$ cat src/hw/rtl/fps_pkg.sv
`timescale 1ns / 1ps
`default_nettype none
// ----------------------------------------------------------------------------
// Frame pacing scheduler package
// Command codes, register indexes, tally slots and rate constants.
// ----------------------------------------------------------------------------
package fps_pkg;

   localparam int INDEX_WIDTH_DEF = 16;
   localparam int TALLY_WIDTH_DEF = 32;

   localparam int FPS_WIDTH    = 16;
   localparam int PERIOD_WIDTH = 10;
   localparam int TIME_WIDTH   = 32;
   localparam int CSR_IDX_W    = 2;

   localparam int FPS_LOW    = 1;
   localparam int FPS_HIGH   = 1000;
   localparam int MS_PER_SEC = 1000;
   localparam int FPS_RESET  = 30;

   // divider operand widths: numerator up to 1000 + 500
   localparam int DIV_NUM_W = 11;
   localparam int DIV_DEN_W = 10;

   localparam logic [PERIOD_WIDTH-1:0] PERIOD_RESET =
      PERIOD_WIDTH'((MS_PER_SEC + FPS_RESET / 2) / FPS_RESET);

   typedef enum logic [2:0] {
      CMD_POLL     = 3'd0,
      CMD_COMPLETE = 3'd1,
      CMD_RESTART  = 3'd2,
      CMD_START    = 3'd3,
      CMD_STOP     = 3'd4,
      CMD_REWIND   = 3'd5
   } cmd_type;

   typedef enum logic [CSR_IDX_W-1:0] {
      CSR_FPS       = 2'd0,
      CSR_STREAMING = 2'd1,
      CSR_CLIP_LEN  = 2'd2
   } csr_idx_type;

   localparam int T_SENT    = 0;
   localparam int T_FAILED  = 1;
   localparam int T_LATE    = 2;
   localparam int T_STARVED = 3;
   localparam int T_LOOP    = 4;
   localparam int T_COUNT   = 5;

endpackage : fps_pkg
`default_nettype wire

$ cat src/hw/rtl/frame_pacing_scheduler.sv
`timescale 1ns / 1ps
`default_nettype none
// ----------------------------------------------------------------------------
// Frame pacing scheduler
// Paces frame sends on an absolute millisecond schedule with overrun resync.
// ----------------------------------------------------------------------------
// Each command item (poll, complete, restart, start, stop, rewind) gives
// exactly one result item, registered and valid in the cycle after the item
// is taken; items may be sent back to back, and a new item is taken in the
// same cycle the pending result is taken. The only exception is a write to
// frames_per_second: the period round(1000/fps) is then worked out by a
// radix-2 restoring divider, one quotient bit per cycle, and req_tready stays
// low after the write until the new period is in place. The deadline compare
// is wrap-safe (sign of now - deadline), so now_ms may wrap freely. Result
// items carry the due flag, the clip frame index and the five running tallies
// and run state as they stand after the item.
// ----------------------------------------------------------------------------
module frame_pacing_scheduler
   import fps_pkg::*;
#(
   parameter int INDEX_WIDTH = INDEX_WIDTH_DEF,
   parameter int TALLY_WIDTH = TALLY_WIDTH_DEF
) (
   input  wire logic                 clock,
   input  wire logic                 reset,

   // command items
   input  wire logic                 req_tvalid,
   output      logic                 req_tready,
   // [31:0] now_ms, [32] source_empty, [33] send_ok, [39:34] zero
   input  wire logic [39:0]          req_tdata,
   // [2:0] cmd
   input  wire logic [2:0]           req_tuser,

   // result items
   output      logic                 rsp_tvalid,
   input  wire logic                 rsp_tready,
   // [0] due, [16:1] frame_index, [48:17] sent_count, [80:49] failed_count,
   // [112:81] late_count, [144:113] starved_count, [176:145] loop_count,
   // [177] is_running, [183:178] zero
   output      logic [183:0]         rsp_tdata,

   // configuration writes
   input  wire logic                 csr_we,
   input  wire logic [CSR_IDX_W-1:0] csr_index,
   input  wire logic [FPS_WIDTH-1:0] csr_wdata
);

   // ------------------------------------------------------------------------
   // Configuration registers (the rate lives on as period_ff)
   // ------------------------------------------------------------------------
   logic                    streaming_ff;
   logic [FPS_WIDTH-1:0]    clip_len_ff;

   // ------------------------------------------------------------------------
   // Schedule state
   // ------------------------------------------------------------------------
   logic [TIME_WIDTH-1:0]   deadline_ff,  deadline_in;
   logic [PERIOD_WIDTH-1:0] period_ff;
   logic [INDEX_WIDTH-1:0]  position_ff,  position_in;
   logic                    active_ff,    active_in;
   logic                    awaiting_ff,  awaiting_in;
   logic [TALLY_WIDTH-1:0]  tally_ff [T_COUNT];
   logic [TALLY_WIDTH-1:0]  tally_in [T_COUNT];

   // result register (status fields are read straight from the state above)
   logic                    rsp_valid_ff;
   logic                    due_ff,       due_in;
   logic [INDEX_WIDTH-1:0]  index_ff,     index_in;

   // period divider
   logic                    div_busy_ff;
   logic [3:0]              div_cnt_ff;
   logic [DIV_NUM_W-1:0]    div_num_ff;   // numerator in, quotient out
   logic [DIV_DEN_W-1:0]    div_den_ff;
   logic [DIV_DEN_W-1:0]    div_rem_ff;

   // ------------------------------------------------------------------------
   // Handshake
   // ------------------------------------------------------------------------
   logic req_accept;

   assign req_tready = !div_busy_ff && (!rsp_valid_ff || rsp_tready);
   assign req_accept = req_tvalid && req_tready;
   assign rsp_tvalid = rsp_valid_ff;

   // ------------------------------------------------------------------------
   // Item fields
   // ------------------------------------------------------------------------
   cmd_type               cmd;
   logic [TIME_WIDTH-1:0] now_ms;
   logic                  source_empty;
   logic                  send_ok;

   assign cmd          = cmd_type'(req_tuser);
   assign now_ms       = req_tdata[31:0];
   assign source_empty = req_tdata[32];
   assign send_ok      = req_tdata[33];

   // ------------------------------------------------------------------------
   // Slot arithmetic
   // ------------------------------------------------------------------------
   logic [TIME_WIDTH-1:0]  since_deadline;
   logic                   deadline_hit;
   logic [TIME_WIDTH-1:0]  slot_deadline;
   logic [TIME_WIDTH-1:0]  since_next;
   logic                   overrun;
   logic [TIME_WIDTH-1:0]  resync_deadline;
   logic [INDEX_WIDTH-1:0] position_inc;
   logic                   clip_wrap;
   logic                   clip_empty;

   assign since_deadline  = now_ms - deadline_ff;
   assign deadline_hit    = !since_deadline[TIME_WIDTH-1];
   assign slot_deadline   = deadline_ff + TIME_WIDTH'(period_ff);
   assign since_next      = now_ms - slot_deadline;
   assign overrun         = !since_next[TIME_WIDTH-1];
   assign resync_deadline = now_ms + TIME_WIDTH'(period_ff);
   assign position_inc    = position_ff + INDEX_WIDTH'(1);
   assign clip_wrap       = 32'(position_inc) >= 32'(clip_len_ff);
   assign clip_empty      = (clip_len_ff == '0);

   // ------------------------------------------------------------------------
   // Step logic
   // ------------------------------------------------------------------------
   always_comb begin
      deadline_in = deadline_ff;
      position_in = position_ff;
      active_in   = active_ff;
      awaiting_in = awaiting_ff;
      due_in      = 1'b0;
      index_in    = '0;
      for (int k = 0; k < T_COUNT; k++) begin
         tally_in[k] = tally_ff[k];
      end

      case (cmd)
         CMD_POLL: begin
            if (active_ff && !awaiting_ff && !(!streaming_ff && clip_empty)
                && deadline_hit) begin
               if (streaming_ff && source_empty) begin
                  // starved slot: consume it without a send
                  tally_in[T_STARVED] = tally_ff[T_STARVED] + TALLY_WIDTH'(1);
                  deadline_in = slot_deadline;
                  if (overrun) begin
                     tally_in[T_LATE] = tally_ff[T_LATE] + TALLY_WIDTH'(1);
                     deadline_in      = resync_deadline;
                  end
               end else begin
                  due_in      = 1'b1;
                  index_in    = streaming_ff ? '0 : position_ff;
                  awaiting_in = 1'b1;
               end
            end
         end
         CMD_COMPLETE: begin
            if (awaiting_ff) begin
               awaiting_in = 1'b0;
               if (send_ok) begin
                  tally_in[T_SENT] = tally_ff[T_SENT] + TALLY_WIDTH'(1);
               end else begin
                  tally_in[T_FAILED] = tally_ff[T_FAILED] + TALLY_WIDTH'(1);
               end
               deadline_in = slot_deadline;
               if (overrun) begin
                  tally_in[T_LATE] = tally_ff[T_LATE] + TALLY_WIDTH'(1);
                  deadline_in      = resync_deadline;
               end
               if (!streaming_ff) begin
                  if (clip_empty) begin
                     position_in = '0;
                  end else if (clip_wrap) begin
                     position_in      = '0;
                     tally_in[T_LOOP] = tally_ff[T_LOOP] + TALLY_WIDTH'(1);
                  end else begin
                     position_in = position_inc;
                  end
               end
            end
         end
         CMD_RESTART: begin
            // period already tracks fps, so no re-derivation is needed here
            position_in = '0;
            active_in   = 1'b1;
            awaiting_in = 1'b0;
            deadline_in = now_ms;
            for (int k = 0; k < T_COUNT; k++) begin
               tally_in[k] = '0;
            end
         end
         CMD_START: begin
            if (!active_ff) begin
               active_in   = 1'b1;
               deadline_in = now_ms;
            end
         end
         CMD_STOP: begin
            active_in = 1'b0;
         end
         CMD_REWIND: begin
            position_in = '0;
            deadline_in = now_ms;
         end
         default: begin
         end
      endcase
   end

   // ------------------------------------------------------------------------
   // Period divider: (1000 + f/2) / f with f clamped to 1..1000
   // ------------------------------------------------------------------------
   logic [FPS_WIDTH-1:0] fps_clamped;
   logic [DIV_DEN_W-1:0] div_den_start;
   logic [DIV_NUM_W-1:0] div_num_start;
   logic [DIV_NUM_W-1:0] div_trial;
   logic                 div_take;
   logic                 fps_write;

   always_comb begin
      fps_clamped = csr_wdata;
      if (csr_wdata < FPS_WIDTH'(FPS_LOW)) begin
         fps_clamped = FPS_WIDTH'(FPS_LOW);
      end else if (csr_wdata > FPS_WIDTH'(FPS_HIGH)) begin
         fps_clamped = FPS_WIDTH'(FPS_HIGH);
      end
   end

   assign div_den_start = fps_clamped[DIV_DEN_W-1:0];
   assign div_num_start = DIV_NUM_W'(MS_PER_SEC) + DIV_NUM_W'(div_den_start >> 1);
   assign div_trial     = {div_rem_ff, div_num_ff[DIV_NUM_W-1]};
   assign div_take      = div_trial >= DIV_NUM_W'(div_den_ff);
   assign fps_write     = csr_we && (csr_index == CSR_FPS);

   always_ff @(posedge clock) begin
      if (reset) begin
         div_busy_ff <= 1'b0;
         div_cnt_ff  <= '0;
         period_ff   <= PERIOD_RESET;
      end else if (fps_write) begin
         div_busy_ff <= 1'b1;
         div_cnt_ff  <= 4'(DIV_NUM_W - 1);
      end else if (div_busy_ff) begin
         div_cnt_ff <= div_cnt_ff - 4'd1;
         if (div_cnt_ff == '0) begin
            div_busy_ff <= 1'b0;
            // last quotient bit joins the ones already shifted in
            period_ff   <= {div_num_ff[PERIOD_WIDTH-2:0], div_take};
         end
      end
   end

   always_ff @(posedge clock) begin
      if (fps_write) begin
         div_num_ff <= div_num_start;
         div_den_ff <= div_den_start;
         div_rem_ff <= '0;
      end else if (div_busy_ff) begin
         div_num_ff <= {div_num_ff[DIV_NUM_W-2:0], div_take};
         div_rem_ff <= div_take ? DIV_DEN_W'(div_trial - DIV_NUM_W'(div_den_ff))
                                : div_trial[DIV_DEN_W-1:0];
      end
   end

   // ------------------------------------------------------------------------
   // Configuration and state registers
   // ------------------------------------------------------------------------
   always_ff @(posedge clock) begin
      if (reset) begin
         streaming_ff <= 1'b0;
         clip_len_ff  <= '0;
         deadline_ff  <= '0;
         position_ff  <= '0;
         active_ff    <= 1'b0;
         awaiting_ff  <= 1'b0;
         rsp_valid_ff <= 1'b0;
         for (int k = 0; k < T_COUNT; k++) begin
            tally_ff[k] <= '0;
         end
      end else begin
         if (req_accept) begin
            deadline_ff  <= deadline_in;
            position_ff  <= position_in;
            active_ff    <= active_in;
            awaiting_ff  <= awaiting_in;
            rsp_valid_ff <= 1'b1;
            for (int k = 0; k < T_COUNT; k++) begin
               tally_ff[k] <= tally_in[k];
            end
         end else if (rsp_tready) begin
            rsp_valid_ff <= 1'b0;
         end

         if (csr_we) begin
            case (csr_idx_type'(csr_index))
               CSR_FPS: begin
                  // taken up by the period divider
               end
               CSR_STREAMING: begin
                  streaming_ff <= csr_wdata[0];
               end
               CSR_CLIP_LEN: begin
                  clip_len_ff <= csr_wdata;
                  // shrinking the clip below the play point rewinds it
                  if (32'(position_ff) >= 32'(csr_wdata)) begin
                     position_ff <= '0;
                  end
               end
               default: begin
               end
            endcase
         end
      end
   end

   always_ff @(posedge clock) begin
      if (req_accept) begin
         due_ff   <= due_in;
         index_ff <= index_in;
      end
   end

   // ------------------------------------------------------------------------
   // Result packing
   // ------------------------------------------------------------------------
   logic [31:0] index_ext;
   logic [63:0] tally_ext [T_COUNT];

   assign index_ext = 32'(index_ff);
   always_comb begin
      for (int k = 0; k < T_COUNT; k++) begin
         tally_ext[k] = 64'(tally_ff[k]);
      end
   end

   assign rsp_tdata = {6'd0,
                       active_ff,
                       tally_ext[T_LOOP][31:0],
                       tally_ext[T_STARVED][31:0],
                       tally_ext[T_LATE][31:0],
                       tally_ext[T_FAILED][31:0],
                       tally_ext[T_SENT][31:0],
                       index_ext[15:0],
                       due_ff};

   // ------------------------------------------------------------------------
   // Assertions
   // ------------------------------------------------------------------------
   a_no_accept_while_dividing: assert property (@(posedge clock) disable iff (reset)
      div_busy_ff |-> !req_tready)
      else $error("item taken while period is being derived");

   a_period_nonzero: assert property (@(posedge clock) disable iff (reset)
      !div_busy_ff |-> (period_ff != '0) && (period_ff <= PERIOD_WIDTH'(FPS_HIGH)))
      else $error("period out of range");

   a_due_sets_awaiting: assert property (@(posedge clock) disable iff (reset)
      req_accept && due_in |=> awaiting_ff && rsp_tvalid)
      else $error("due frame not marked as awaiting completion");

   a_stop_halts: assert property (@(posedge clock) disable iff (reset)
      req_accept && (cmd == CMD_STOP) |=> !active_ff)
      else $error("stop did not halt playback");

   a_restart_clears: assert property (@(posedge clock) disable iff (reset)
      req_accept && (cmd == CMD_RESTART)
      |=> active_ff && !awaiting_ff && (tally_ff[T_SENT] == '0) && (position_ff == '0))
      else $error("restart did not clear state");

endmodule : frame_pacing_scheduler
`default_nettype wire
$ cat config.mk
export PLATFORM = sky130hd
export DESIGN_NAME = frame_pacing_scheduler
export DESIGN_NICKNAME = d
export VERILOG_FILES = /design/src/hw/rtl/fps_pkg.sv /design/src/hw/rtl/frame_pacing_scheduler.sv
export SDC_FILE = /design/constraint.sdc
export NUM_CORES = 1
export LEC_CHECK = 0
export BUFFER_PORTS_ARGS = -buffer_cell sky130_fd_sc_hd__buf_2
export CELL_PAD_IN_SITES_DETAIL_PLACEMENT = 1
export CELL_PAD_IN_SITES_GLOBAL_PLACEMENT = 1
export CORE_MARGIN = 10
export CORE_UTILIZATION = 45
export CTS_CLUSTER_DIAMETER = 40
export CTS_CLUSTER_SIZE = 25
export DETAILED_ROUTE_END_ITERATION = 8
export PLACE_DENSITY_LB_ADDON = 0.1
export SYNTH_ARGS = -nofsm -noshare
export SYNTH_HDL_FRONTEND = slang
export SYNTH_SLANG_ARGS = --single-unit
$ cat constraint.sdc
create_clock -name clock -period 5.52 [get_ports clock]
set_clock_uncertainty 0.15 [all_clocks]
set_input_delay 0.552 -clock clock [delete_from_list [all_inputs] [get_ports clock]]
set_output_delay 0.552 -clock clock [all_outputs]
set_load 0.005 [all_outputs]
Yosys cells after proc, flatten, opt, wreduce, memory -nomap -nowiden
Memories as Yosys holds them, arrays and structs flattened.
Index checks and enable logic that the tools add are counted.

cells by class
  $add $sub $neg = 13
  magnitude comparators = 5
  equality and inequality tests = 12
  muxes and demuxes = 56
  bitwise operators = 8
  reduce and logical (&&, ||, !) cells = 36

operators by type and width
  cell                     count
  $mux W32                 17
  $add A32 B1 Y32 const B  5
  $mux W16                 8
  $mux W64                 2
  $pmux W32 S2             2
  $pmux W32 S4             1
  $pmux W64 S2             1
  $mux W96                 1
  $pmux W32 S3             1
  $add A32 B10 Y32         2
  $sub A32 B32 Y32         2
  $ge A16 B16 Y1           2
  $pmux W16 S2             1
  $mux W10                 3
  $mux W11                 2
  $add A16 B1 Y16 const B  1
  $gt A16 B10 Y1 const B   1
  $logic_not A16 Y1        1
  $lt A16 B1 Y1 const B    1
  $mux W1                  13
  $add A10 B9 Y11 const A  1
  $ge A11 B10 Y1           1
  $ne A2 B2 Y1 const B     5
  $sub A10 B10 Y10         1
  other kinds (24)         55

word-level totals
  bits in registers = 131
  bits in writable memories = 160
  bits of input ports = 66
  output and inout port bits = 186
  logic and storage cells = 148
  memories kept = 1

memories
  memory    depth  bits a word  read ports  clocked after Yosys merged registers in  wr ports  RTL line                      text
  tally_ff  5      32           5           0                                        5         frame_pacing_scheduler.sv:63  logic [TALLY_WIDTH-1:0] tally_ff [T_COUNT];

Depth between registers and ports, before layout
Gate-level depths: netlist (run 1).

  word-level depth = 11
  depth in mapped cells = 20
  depth with buffers taken out = 18

Worst setup path before layout (run 1)
Ideal clock, no wire load.

  path type = register to register
  start = reg deadline_ff[4]
  end = mem tally_ff[0][73] in the netlist's numbering (data pin)
  library setup time = 256 ps
  arrival = 4,424 ps
  data required time = 5,114 ps
  slack = 691 ps
  cell stages (with the launch flop) = 20
  path buffers = 2
  period minus slack after synthesis = 4,829 ps
  cell sequence = dfxtp_1 > ha_1 > a2111o_1 > a21oi_1 > o211ai_1 > and2_1 > clkbuf_1 > nand4_1 > xnor2_1 > inv_1 > ha_1 > nand4_1 > or4_1 > nor4_1 > o21a_1 > o21ai_0 > buf_2 > a21oi_2 > a21oi_1 > a31o_2

RTL lines
  element                 RTL line                       text
  start, declared         frame_pacing_scheduler.sv:58   logic [TIME_WIDTH-1:0] deadline_ff, deadline_in;
  start signal, assigned  frame_pacing_scheduler.sv:281  deadline_ff <= deadline_in;
  end, declared           frame_pacing_scheduler.sv:63

Worst setup path after layout (run 1)
  start = reg deadline_ff[4]
  end = reg deadline_ff[15]

on the way
  word-level cells in the longest chain between the ends = 6
  elaborated cells between the ends (all ways) = 12
  those cells by class = 3 x add/sub; 1 x eq/ne; 5 x mux; 3 x reduce/logical

RTL lines
  element           RTL line                                                      text
  $add A32 B10 Y32  frame_pacing_scheduler.sv:115                                 assign slot_deadline = deadline_ff + TIME_WIDTH'(period_ff);
  $sub A32 B32 Y32  frame_pacing_scheduler.sv:116                                 assign since_next = now_ms - slot_deadline;
  $mux W32          frame_pacing_scheduler.sv:145, frame_pacing_scheduler.sv:165
  $mux W32          frame_pacing_scheduler.sv:141                                 if (streaming_ff && source_empty) begin
  $mux W32          frame_pacing_scheduler.sv:139                                 if (active_ff && !awaiting_ff && !(!streaming_ff && clip_empty)
  $pmux W32 S4      frame_pacing_scheduler.sv:137                                 case (cmd)

Parallel ways exist; a longest one is shown, timed or not. The select of a mux whose other input is x is not followed.
A chain may end at the register's enable or synchronous reset.

==> impl_metrics.env, run 1 <==
export IMPL_status="completed"
export IMPL_dieArea_um2=50700
export IMPL_reg2reg_depth=20
export IMPL_nets=2562
export IMPL_ys_seq_area_share_pct=41.2
export IMPL_netlist_instances=2085
export IMPL_synthTopCellsByCount="232 x nor2_1, 201 x nand2_1, 198 x edfxtp_1"
export IMPL_postRouteAntennaNets=0
export IMPL_finalCritPeriodShare_pct=96.8
export IMPL_min_period_ns=5.34
export IMPL_fin_ws_ns=0.179
export IMPL_ys_flop_type="edfxtp_1"
export IMPL_synth_warnings=0
export IMPL_drt_pass1_iter_count=5
export IMPL_synth_edf_count=198
export IMPL_synth_top_area_share_pct=31.4
export IMPL_via_per_inst=5.83
export IMPL_grt_pass1_wl_mm=99.4
export IMPL_synth_most_common_cell="nor2_1"
export IMPL_vias=17200
export IMPL_n_fill_cell=4819
export IMPL_synthesis_area_um2=19000
export IMPL_cts_sinks=291
export IMPL_synth_distinct_cells=83
export IMPL_cts_clk_slew_worst_paths_ns=0.06
export IMPL_ff2ff_setup_slack_ns=0.18
export IMPL_wl_mm=62.6
export IMPL_placed_cell_area_um2=21000
export IMPL_tightest_slew_ns=1.28
export IMPL_grt_max_degree=94
export IMPL_syn_to_final_growth_pct=21.5
export IMPL_slew_violations=0
export IMPL_place_ws_ns=-0.0760
export IMPL_wl_met3_mm=3.19
export IMPL_drcViolationCount=0
export IMPL_startpoint_type="flop"
export IMPL_peakVddDrop_mv=0.249
export IMPL_min_path_type="input pin to flop"
export IMPL_p_per_area_nw_per_um2=319
export IMPL_max_cap_viol_count=0
export IMPL_drive_gt1_share_pct=18.2
export IMPL_drt_iter0_drc=1123
export IMPL_final_area_um2=23000
export IMPL_synth_top_area_cell="edfxtp_1"
export IMPL_core_area_um2=41800
export IMPL_dr_max_layer_used="met5"
export IMPL_startpoint="deadline_ff[4]"
export IMPL_fmax_mhz=187
export IMPL_drt_met1_wl_mm=26.7
export IMPL_io_pins=252
export IMPL_max_slew_margin_rel_pct=14.8
export IMPL_diodes=0
export IMPL_cts_tree="done"
export IMPL_cts_made_buffers=56
export IMPL_grt_total_usage_pct=24.1
export IMPL_globalplace_congestion=0.881
export IMPL_cp_arrival_ns=5.68
export IMPL_synth_seq_cells=291
export IMPL_clock_path_buffers=3
export IMPL_worstPathRequired_ns=5.86
export IMPL_worstHoldStart="csr_wdata[3]"
export IMPL_regArea_um2=7810
export IMPL_die_w_um=225
export IMPL_min_path_cells=3
export IMPL_avgSynthCellArea_um2=9.09
export IMPL_die_h_um=225
export IMPL_power_leakage_nw=9.16
export IMPL_portBuffers=239
export IMPL_grt_pass1_vias=18000
export IMPL_rr_startpoint="deadline_ff[4]"
export IMPL_multi_input_area_um2=10500
export IMPL_ys_top_cells_by_area="edfxtp_1 31%, dfxtp_1 9.8%, ha_1 8.6%"
export IMPL_met2_length_mm=30.9
export IMPL_root_buffer="clkbuf_16"
export IMPL_critPathMaxFanout=5
export IMPL_clk_latency_ns=0.61
export IMPL_async_reset_ff_share_pct=0
export IMPL_start_util_pct=45.4
export IMPL_dpl_hpwl_mm=45.8
export IMPL_post_drt_wl_per_cell_um=21.2
export IMPL_h_tree_depth=2
export IMPL_worstSetupEndpointType="flop"
export IMPL_hold_buffers=0
export IMPL_grt_overflow_total=0
export IMPL_setup_violations=0
export IMPL_critPathKind="flop to flop"
export IMPL_antenna_found_initial=3
export IMPL_num_rows=75
export IMPL_hold_viol=0
where the power goes:
part	internal, mW	leakage, nW	switching [mW]	total (mW)
registers	2.48	2.79	0.143	2.63
logic	0.450	5.43	0.705	1.16
clock network	2.29	0.945	1.28	3.57
total	5.22	9.16	2.12	7.35
state kept, by name, indices dropped and copies added, names as in the netlist:
register and cells:
due_ff 1, awaiting_ff 1, tally_ff 160, active_ff 1, rsp_tvalid 1, clip_len_ff 16
div_rem_ff 10, period_ff 10, deadline_ff 32, streaming_ff 1, div_num_ff 11, div_cnt_ff 4
div_den_ff 10, position_ff 16, index_ff 16, div_busy_ff 1
cells in the final DEF, fill, tap and decap left out, types with 8 or more instances in the layout:
cell	Yosys	final
inv_6	0	8
o31ai_1	9	9
and3_1	40	40
and4_1	15	15
buf_2	8	239
nor2_1	232	231
or3_1	40	39
a311oi_1	13	13
nor4_1	25	23
o21a_1	9	9
a32o_1	16	16
o21ai_0	84	83
o211ai_1	9	9
ha_1	130	129
o21ai_1	9	9
a31oi_1	18	17
xor2_1	103	103
and2_1	35	34
xnor2_1	78	78
a211oi_1	8	8
dfxtp_1	93	93
a21o_1	26	26
nand2b_1	21	21
buf_4	9	57
nor2b_1	15	15
nor3_1	44	42
edfxtp_1	198	198
bufinv_16	0	8
inv_1	109	109
mux2i_1	19	18
a21oi_1	141	139
nand4_1	55	55
nand3_1	101	101
clkbuf_16	0	57
nand2_1	201	201
through the flow:
stage / setup TNS (ns) / utilization [%] / hold slack [ns] / power (mW) / std cells
finish: 0 / 55.2 / 0.0638 / 7.35 / 2948
CTS: 0 / 54.9 / 0.0302 / 7.40 / 2943
floorplan: 0 / - / 0.297 / 3.33 / 2090
detailed placement: -0.765 / 50.2 / 0.318 / 3.80 / 2839
global placement: 0 / 50.2 / 0.308 / 3.74 / 2839
global route: -0.223 / 55.2 / 0.0556 / 7.68 / 2948
cell families (layout without fill, tap and decap cells):
kind of cell | after synthesis | after routing | synth area share, %
buf+inv | 192 | 510 | 4.12
compound gates | 411 | 411 | 13.9
simple gates | 852 | 853 | 22.2
fa+ha+maj | 133 | 133 | 8.90
other cells | 1 | 6 | 0.0198
mux | 22 | 22 | 1.18
flops | 291 | 291 | 41.2
xor+xnor | 183 | 183 | 8.53
cell type report:
class	count	share of cell area, %
tap	539	2.93
timing repair buffer	297	7.14
multi-input combinational	1608	45.7
sequential	291	33.9
clock inverter	42	2.27
clock buffer	62	6.27
inverter	109	1.78
routing by layer:
metal  global-route usage, %  vias to the layer above
li1                        -                     8134
met1                    29.6                     8511
met2                    41.5                      413
met3                    4.68                      117
met4                    7.86                        6
met5                       0                        -
worst max-delay path, stage by stage, from the launching register on:
cell	delay (ns)
dfxtp_1	0.33
ha_1	0.37
a2111o_1	0.48
a21oi_2	0.20
o211ai_1	0.17
buf_4	0.17
nand2_1	0.14
nor2_1	0.10
xnor2_1	0.14
ha_1	0.33
nand4_1	0.19
or4_4	0.63
nor4_4	0.31
buf_4	0.18
o21a_1	0.15
buf_4	0.17
o21ai_4	0.12
a21oi_1	0.36
buf_4	0.22
a21oi_1	0.07
a32o_1	0.25
what timing repair did:
action	4_1_cts	5_1_grt
endpoints found under the setup margin	32	67
resized for setup	2	13
pin swaps	0	3
gates cloned	0	1
buffers inserted	0	4
worst paths after layout:
path,end
setup / recovery,deadline_ff[15]
hold / removal,clip_len_ff[3]
setup reg to reg,deadline_ff[15]
hold reg to reg,clip_len_ff[11]
No activity file was read; power rests on OpenSTA's default activity.
==> inputs of run 2 (changes only) <==
Settings changed: PLACE_DENSITY from default to 0.89, PLACE_DENSITY_LB_ADDON 0.1 to default.
==> run 2 against run 1 <==
Compared with the run above:
- sequential cell count is the same
- routed wire length grew 8.1%
- die area is the same
- first-iteration DRC count grew 7.4%
- largest power group unchanged
- cell area shrank 1.8%
- via count grew 3.8%
- clock power shrank 15%
- final cell count shrank 0.68%
- combinational power is essentially flat
==> impl_metrics.env, run 2 (synthesized netlist as in run 1, its figures left out) <==
export IMPL_vias=17800
export IMPL_critPathKind="flop to flop"
export IMPL_via_per_inst=6.09
export IMPL_p_per_area_nw_per_um2=303
export IMPL_num_rows=75
export IMPL_dpl_hpwl_mm=48.5
export IMPL_io_pins=252
export IMPL_min_path_type="input pin to flop"
export IMPL_min_period_ns=5.30
export IMPL_power_leakage_nw=8.96
export IMPL_dieArea_um2=50700
export IMPL_post_drt_wl_per_cell_um=23.1
export IMPL_postRouteAntennaNets=0
export IMPL_clock_path_buffers=3
export IMPL_worstPathRequired_ns=5.81
export IMPL_die_w_um=225
export IMPL_grt_overflow_total=0
export IMPL_syn_to_final_growth_pct=19.3
export IMPL_min_path_cells=3
export IMPL_antenna_found_initial=2
export IMPL_worstHoldStart="csr_wdata[3]"
export IMPL_die_h_um=225
export IMPL_grt_pass1_vias=19000
export IMPL_nets=2546
export IMPL_drcViolationCount=0
export IMPL_cts_sinks=291
export IMPL_tightest_slew_ns=1.23
export IMPL_max_cap_viol_count=0
export IMPL_rr_startpoint="deadline_ff[0]"
export IMPL_n_fill_cell=4836
export IMPL_reg2reg_depth=18
export IMPL_cts_made_buffers=50
export IMPL_grt_total_usage_pct=25.8
export IMPL_fmax_mhz=189
export IMPL_globalplace_congestion=0.931
export IMPL_final_area_um2=22600
export IMPL_top_regs="tally_ff: 160 flops, deadline_ff: 32 flops"
export IMPL_setup_violations=0
export IMPL_hold_viol=0
export IMPL_core_area_um2=41800
export IMPL_slew_violations=0
export IMPL_h_tree_depth=2
export IMPL_status="completed"
export IMPL_rsz0062_at_grt="yes"
export IMPL_hold_buffers=0
export IMPL_wl_mm=67.6
export IMPL_ff2ff_setup_slack_ns=0.22
export IMPL_worstSetupEndpointType="flop"
export IMPL_drive_gt1_share_pct=17.5
export IMPL_root_buffer="clkbuf_16"
export IMPL_cts_clk_slew_worst_paths_ns=0.06
export IMPL_placed_cell_area_um2=20900
export IMPL_startpoint_type="flop"
export IMPL_grt_pass1_wl_mm=105
export IMPL_cts_tree="done"
export IMPL_final_cell_mix="239 x buf_2, 232 x nor2_1, 201 x nand2_1"
export IMPL_final_common_cell="buf_2"
export IMPL_r2r_end="tally_ff[0][88]"
export IMPL_cp_arrival_ns=5.59
export IMPL_holdWs_ns=0.0641
export IMPL_hold_end="clip_len_ff[3]"
export IMPL_critPathMaxFanout=7
export IMPL_grt_max_degree=79
export IMPL_finalCritPeriodShare_pct=96.0
export IMPL_setup_tns_ns=0
export IMPL_drt_iter0_drc=1206
export IMPL_largest_register_ffs=160
export IMPL_portBuffers=239
export IMPL_peakVddDrop_mv=0.331
export IMPL_max_slew_margin_rel_pct=17.9
export IMPL_start_util_pct=45.4
export IMPL_drt_pass1_iter_count=5
export IMPL_top_register="tally_ff"
export IMPL_clk_latency_ns=0.61
## run 2: cell types whose count changed in the layout (fill, tap and decap cells not counted), sizes merged
cell / change
clkbuf: -7
bufinv: -6
inv: +1
clkinv: +2
buf: -11
nand4: +1
diode: +1
clkinvlp: -1
## run 2: layout make-up
type	count	area, µm²	share of cell area [%]
multi-input combinational	1609	10500	46.4
antenna	1	2.50	0.0111
clock buffer	55	1280	5.66
timing repair buffer	286	1600	7.07
sequential	291	7810	34.5
inverter	109	409	1.81
tap	539	674	2.98
clock inverter	38	354	1.57
## run 2: per-stage QoR
step / instances / total power [mW] / setup slack [ns] / utilization (%)
5_1_grt: 2927 / 7.11 / -0.0332 / 54.2
3_5_place_dp: 2829 / 3.80 / -0.0760 / 50.1
6_report: 2928 / 6.86 / 0.218 / 54.2
2_1_floorplan: 2090 / 3.33 / 0.691 / -
3_3_place_gp: 2829 / 3.71 / 0.185 / 50.1
4_1_cts: 2922 / 6.87 / 0.00690 / 54.0
## run 2: layer usage
metal,global-route usage (%),wire [µm]
met1,29.6,26100
met3,4.84,4480
met4,12.3,3370
met5,0,32
met2,45.3,33600
## run 2: worst max-delay path, stage by stage (launching register included)
cell and delay, ns:
dfxtp_1 0.36, ha_2 0.22, fa_1 0.22, a21o_1 0.19
a31oi_2 0.13, o211ai_1 0.32, nand2_1 0.18, or3_1 0.38
a22o_1 0.22, ha_1 0.30, nand4_1 0.15, or4_4 0.57
o221ai_1 0.41, o21ai_1 0.23, nand3_2 0.16, buf_4 0.18
nand4_4 0.17, or3_1 0.42, a21oi_1 0.17
## run 2: what timing repair did
action                                  4_1_cts  5_1_grt
pin swaps                                     1        5
setup buffers                                 0        3
endpoints found under the setup margin       25       63
gates cloned                                  0        2
gates resized for setup                       3        8
## run 2: power breakdown
part | switching, mW | internal (mW)
logic | 0.725 | 0.445
clock network | 1.24 | 1.81
registers | 0.157 | 2.48
total | 2.12 | 4.74
## run 2: worst max-delay path by stage
stage	depth (start not counted)	from	slack, ns	endpoint
floorplan	19	deadline_ff[4]	0.69	tally_ff[0][73]
global placement	18	deadline_ff[0]	0.18	deadline_ff[15]
detailed placement	18	deadline_ff[0]	-0.08	deadline_ff[15]
CTS	19	deadline_ff[0]	0.007	deadline_ff[6]
global route	19	deadline_ff[0]	-0.03	tally_ff[0][82]
finish	18	deadline_ff[0]	0.22	tally_ff[0][88]
==> inputs of run 3 (changes only) <==
Settings changed: ABC_AREA from default to 1, CORE_UTILIZATION 45 to 43.
==> run 3 against run 2 <==
Compared with the run above:
- core utilization shrank 2.0 points
- register-to-register slack gained 0.54 ns
- sequential cell count did not move
- cell area rose by 10%
- sequential share of layout area fell by 3.2 points
- synthesized cell count rose by 38%
- worst hold slack improved by 0.050 ns
- final cell count increased by 30%
- highest routed layer unchanged
==> impl_metrics.env, run 3 <==
export IMPL_status="completed"
export IMPL_worstSetupEndpointType="flop"
export IMPL_synthesis_area_um2=20900
export IMPL_wl_mm=77.2
export IMPL_max_slew_margin_rel_pct=16.1
export IMPL_grt_use_met1_pct=29.8
export IMPL_slew_violations=0
export IMPL_h_tree_depth=3
export IMPL_synth_warnings=0
export IMPL_clock_path_buffers=3
export IMPL_start_util_pct=43.6
export IMPL_min_path_cells=3
export IMPL_io_pins=252
export IMPL_min_path_type="input pin to flop"
export IMPL_ys_seq_area_share_pct=37.4
export IMPL_grt_pass1_vias=22700
export IMPL_synth_seq_cells=291
export IMPL_cts_sinks=291
export IMPL_drive_gt1_share_pct=12.8
export IMPL_hold_buffers=0
export IMPL_cts_tree="done"
export IMPL_rsz0062_at_grt="no"
export IMPL_critPathMaxFanout=49
export IMPL_grt_max_degree=76
export IMPL_crit_family="simple AND/OR/NAND/NOR gates"
export IMPL_syn_to_final_growth_pct=19.6
export IMPL_synth_compound_gate_area_share_pct=10.4
export IMPL_grt_total_usage_pct=26.1
export IMPL_startpoint_type="flop"
export IMPL_clk_latency_ns=0.61
export IMPL_drt_pass1_iter_count=5
export IMPL_tightest_slew_ns=1.25
export IMPL_ff2ff_setup_slack_ns=0.76
export IMPL_busiest_layer="met2"
export IMPL_nets=3340
export IMPL_finalCritPeriodShare_pct=86.3
export IMPL_dpl_hpwl_mm=54.3
export IMPL_peakVddDrop_mv=0.231
export IMPL_synth_most_common_cell="nand2_1"
export IMPL_top_register="tally_ff"
export IMPL_globalplace_congestion=0.925
export IMPL_cts_setup_buffers=0
export IMPL_cp_arrival_ns=4.98
export IMPL_setup_tns_ns=0
export IMPL_grtUsageMet2_pct=45.8
export IMPL_antenna_found_initial=5
export IMPL_fin_ws_ns=0.757
export IMPL_ys_top_cells_by_area="edfxtp_1 28%, nand2_1 13%, dfxtp_1 8.9%"
export IMPL_grt_overflow_total=0
export IMPL_synth_edf_count=198
export IMPL_top_regs="tally_ff: 160 flops, deadline_ff: 32 flops"
export IMPL_crit_chain="ha_1 -> fa_1 -> nand3_1 -> nand2_1 -> nand2_1 -> nand2_1 -> nand2_1 -> o21ai_2 -> xor2_1 -> inv_1 -> ha_1 -> a21oi_1 -> o21ai_0 -> nor2_1 -> nand2_1 -> a21oi_1 -> nand2_2 -> nand2_4 -> nand2_2 -> nor2_1 -> nand2_1 -> nand2_1 -> nor2_1"
export IMPL_use_met3_pct=5.06
export IMPL_power_leakage_nw=11.0
export IMPL_final_cell_mix="696 x nand2_1, 432 x nor2_1, 368 x inv_1"
export IMPL_hold_end="clip_len_ff[8]"
export IMPL_yosys_area_share_simple_pct=30.5
export IMPL_num_rows=80
export IMPL_reg2reg_depth=23
export IMPL_rr_startpoint="deadline_ff[0]"
export IMPL_slowest_stage="nand2_4"
export IMPL_via_per_inst=5.65
export IMPL_core_area_um2=47800
export IMPL_p_per_area_nw_per_um2=339
export IMPL_worstPathRequired_ns=5.73
export IMPL_largest_register_ffs=160
export IMPL_drt_iter0_drc=1446
export IMPL_synth_distinct_cells=60
export IMPL_r2r_end="tally_ff[0][84]"
export IMPL_crit_buf_inv=1
export IMPL_async_reset_ff_share_pct=0
export IMPL_final_common_cell="nand2_1"
export IMPL_grt_pass1_wl_mm=121
export IMPL_root_buffer="clkbuf_16"
export IMPL_synth_xor_area_share_pct=4.95
export IMPL_vias=21500
export IMPL_portBuffers=239
export IMPL_synth_top_area_cell="edfxtp_1"
export IMPL_slowest_delay_ns=0.47
export IMPL_cpMostUsedCell="nand2_1"
export IMPL_synthAdderAreaFrac_pct=8.08
export IMPL_synth_top_area_share_pct=28.5
export IMPL_cts_resized=0
export IMPL_synth_mux_area_share_pct=0
export IMPL_cts_clk_slew_worst_paths_ns=0.05
export IMPL_ys_flop_type="edfxtp_1"
export IMPL_cts_made_buffers=67
export IMPL_fmax_mhz=210
export IMPL_hold_viol=0
export IMPL_postRouteAntennaNets=0
export IMPL_avgSynthCellArea_um2=7.23
export IMPL_min_period_ns=4.76
export IMPL_dieArea_um2=57700
export IMPL_die_w_um=240
export IMPL_synthTopCellsByCount="696 x nand2_1, 433 x nor2_1, 369 x inv_1"
export IMPL_die_h_um=240
export IMPL_drcViolationCount=0
export IMPL_max_cap_viol_count=0
export IMPL_synth_top_family_by_area="simple AND/OR/NAND/NOR gates"
export IMPL_setup_violations=0
export IMPL_critPathKind="flop to flop"
export IMPL_netlist_instances=2885
export IMPL_worstHoldStart="csr_wdata[8]"
export IMPL_place_ws_ns=0.900
export IMPL_post_drt_wl_per_cell_um=20.3
==> run 3: final cells by class <==
class,instances,area (µm²)
multi-input combinational,2149,11300
antenna,2,5.00
clock inverter,41,602
sequential,291,7810
fill,6110,22900
clock buffer,79,1740
timing repair buffer,255,1320
tap,615,769
inverter,377,1420
==> run 3: logic make-up (layout without fill, tap and decap cells) <==
kind of cell,after synthesis,count (layout)
XOR/XNOR,118,118
flip-flops,291,291
adder cells (fa/ha/maj),133,133
AO/OA/AOI/OAI,401,401
buffers and inverters,450,752
AND/OR/NAND/NOR,1491,1491
other,1,8
==> run 3: worst min-delay path, cell delays in order <==
cell and delay (ns):
buf_2 0.09, o21ai_0 0.08, a21oi_1 0.11
==> run 3: per-layer routing <==
| metal | share of wire [%] | vias up | wire [µm] |
|---|---|---|---|
| met5 | 0.066 | - | 51 |
| met4 | 4.8 | 8 | 3670 |
| met1 | 40 | 10600 | 30800 |
| li1 | - | 10000 | - |
| met2 | 50 | 659 | 38300 |
| met3 | 5.5 | 236 | 4270 |
==> run 3: through the flow <==
step / utilization (%) / hold WS (ns) / area (µm²) / cells / power [mW]
after floorplan: - / 0.295 / 20900 / 2890 / 3.69
after global placement: 47.2 / 0.309 / 22600 / 3687 / 4.08
after detailed placement: 47.2 / 0.316 / 22600 / 3687 / 4.20
after CTS: 52.1 / 0.0874 / 24900 / 3807 / 8.48
after global routing: 52.1 / 0.109 / 24900 / 3807 / 8.78
final: 52.2 / 0.114 / 25000 / 3809 / 8.46
==> run 3: worst max path at each step <==
stage / startpoint / end / slack, ns / cells past startpoint
floorplan: position_ff[1] / tally_ff[0][128] / 0.74 / 15
global placement: deadline_ff[0] / deadline_ff[6] / 1.03 / 28
detailed placement: deadline_ff[0] / deadline_ff[6] / 0.90 / 28
CTS: period_ff[0] / deadline_ff[6] / 0.77 / 23
global route: deadline_ff[0] / tally_ff[0][84] / 0.41 / 28
finish: deadline_ff[0] / tally_ff[0][84] / 0.76 / 23
==> run 3: where the power goes <==
group | switching (mW) | leakage (nW) | internal, mW
Sequential | 0.197 | 2.80 | 2.53
Combinational | 1.01 | 7.12 | 0.483
Clock | 1.44 | 1.13 | 2.80
Total | 2.64 | 11.0 | 5.81
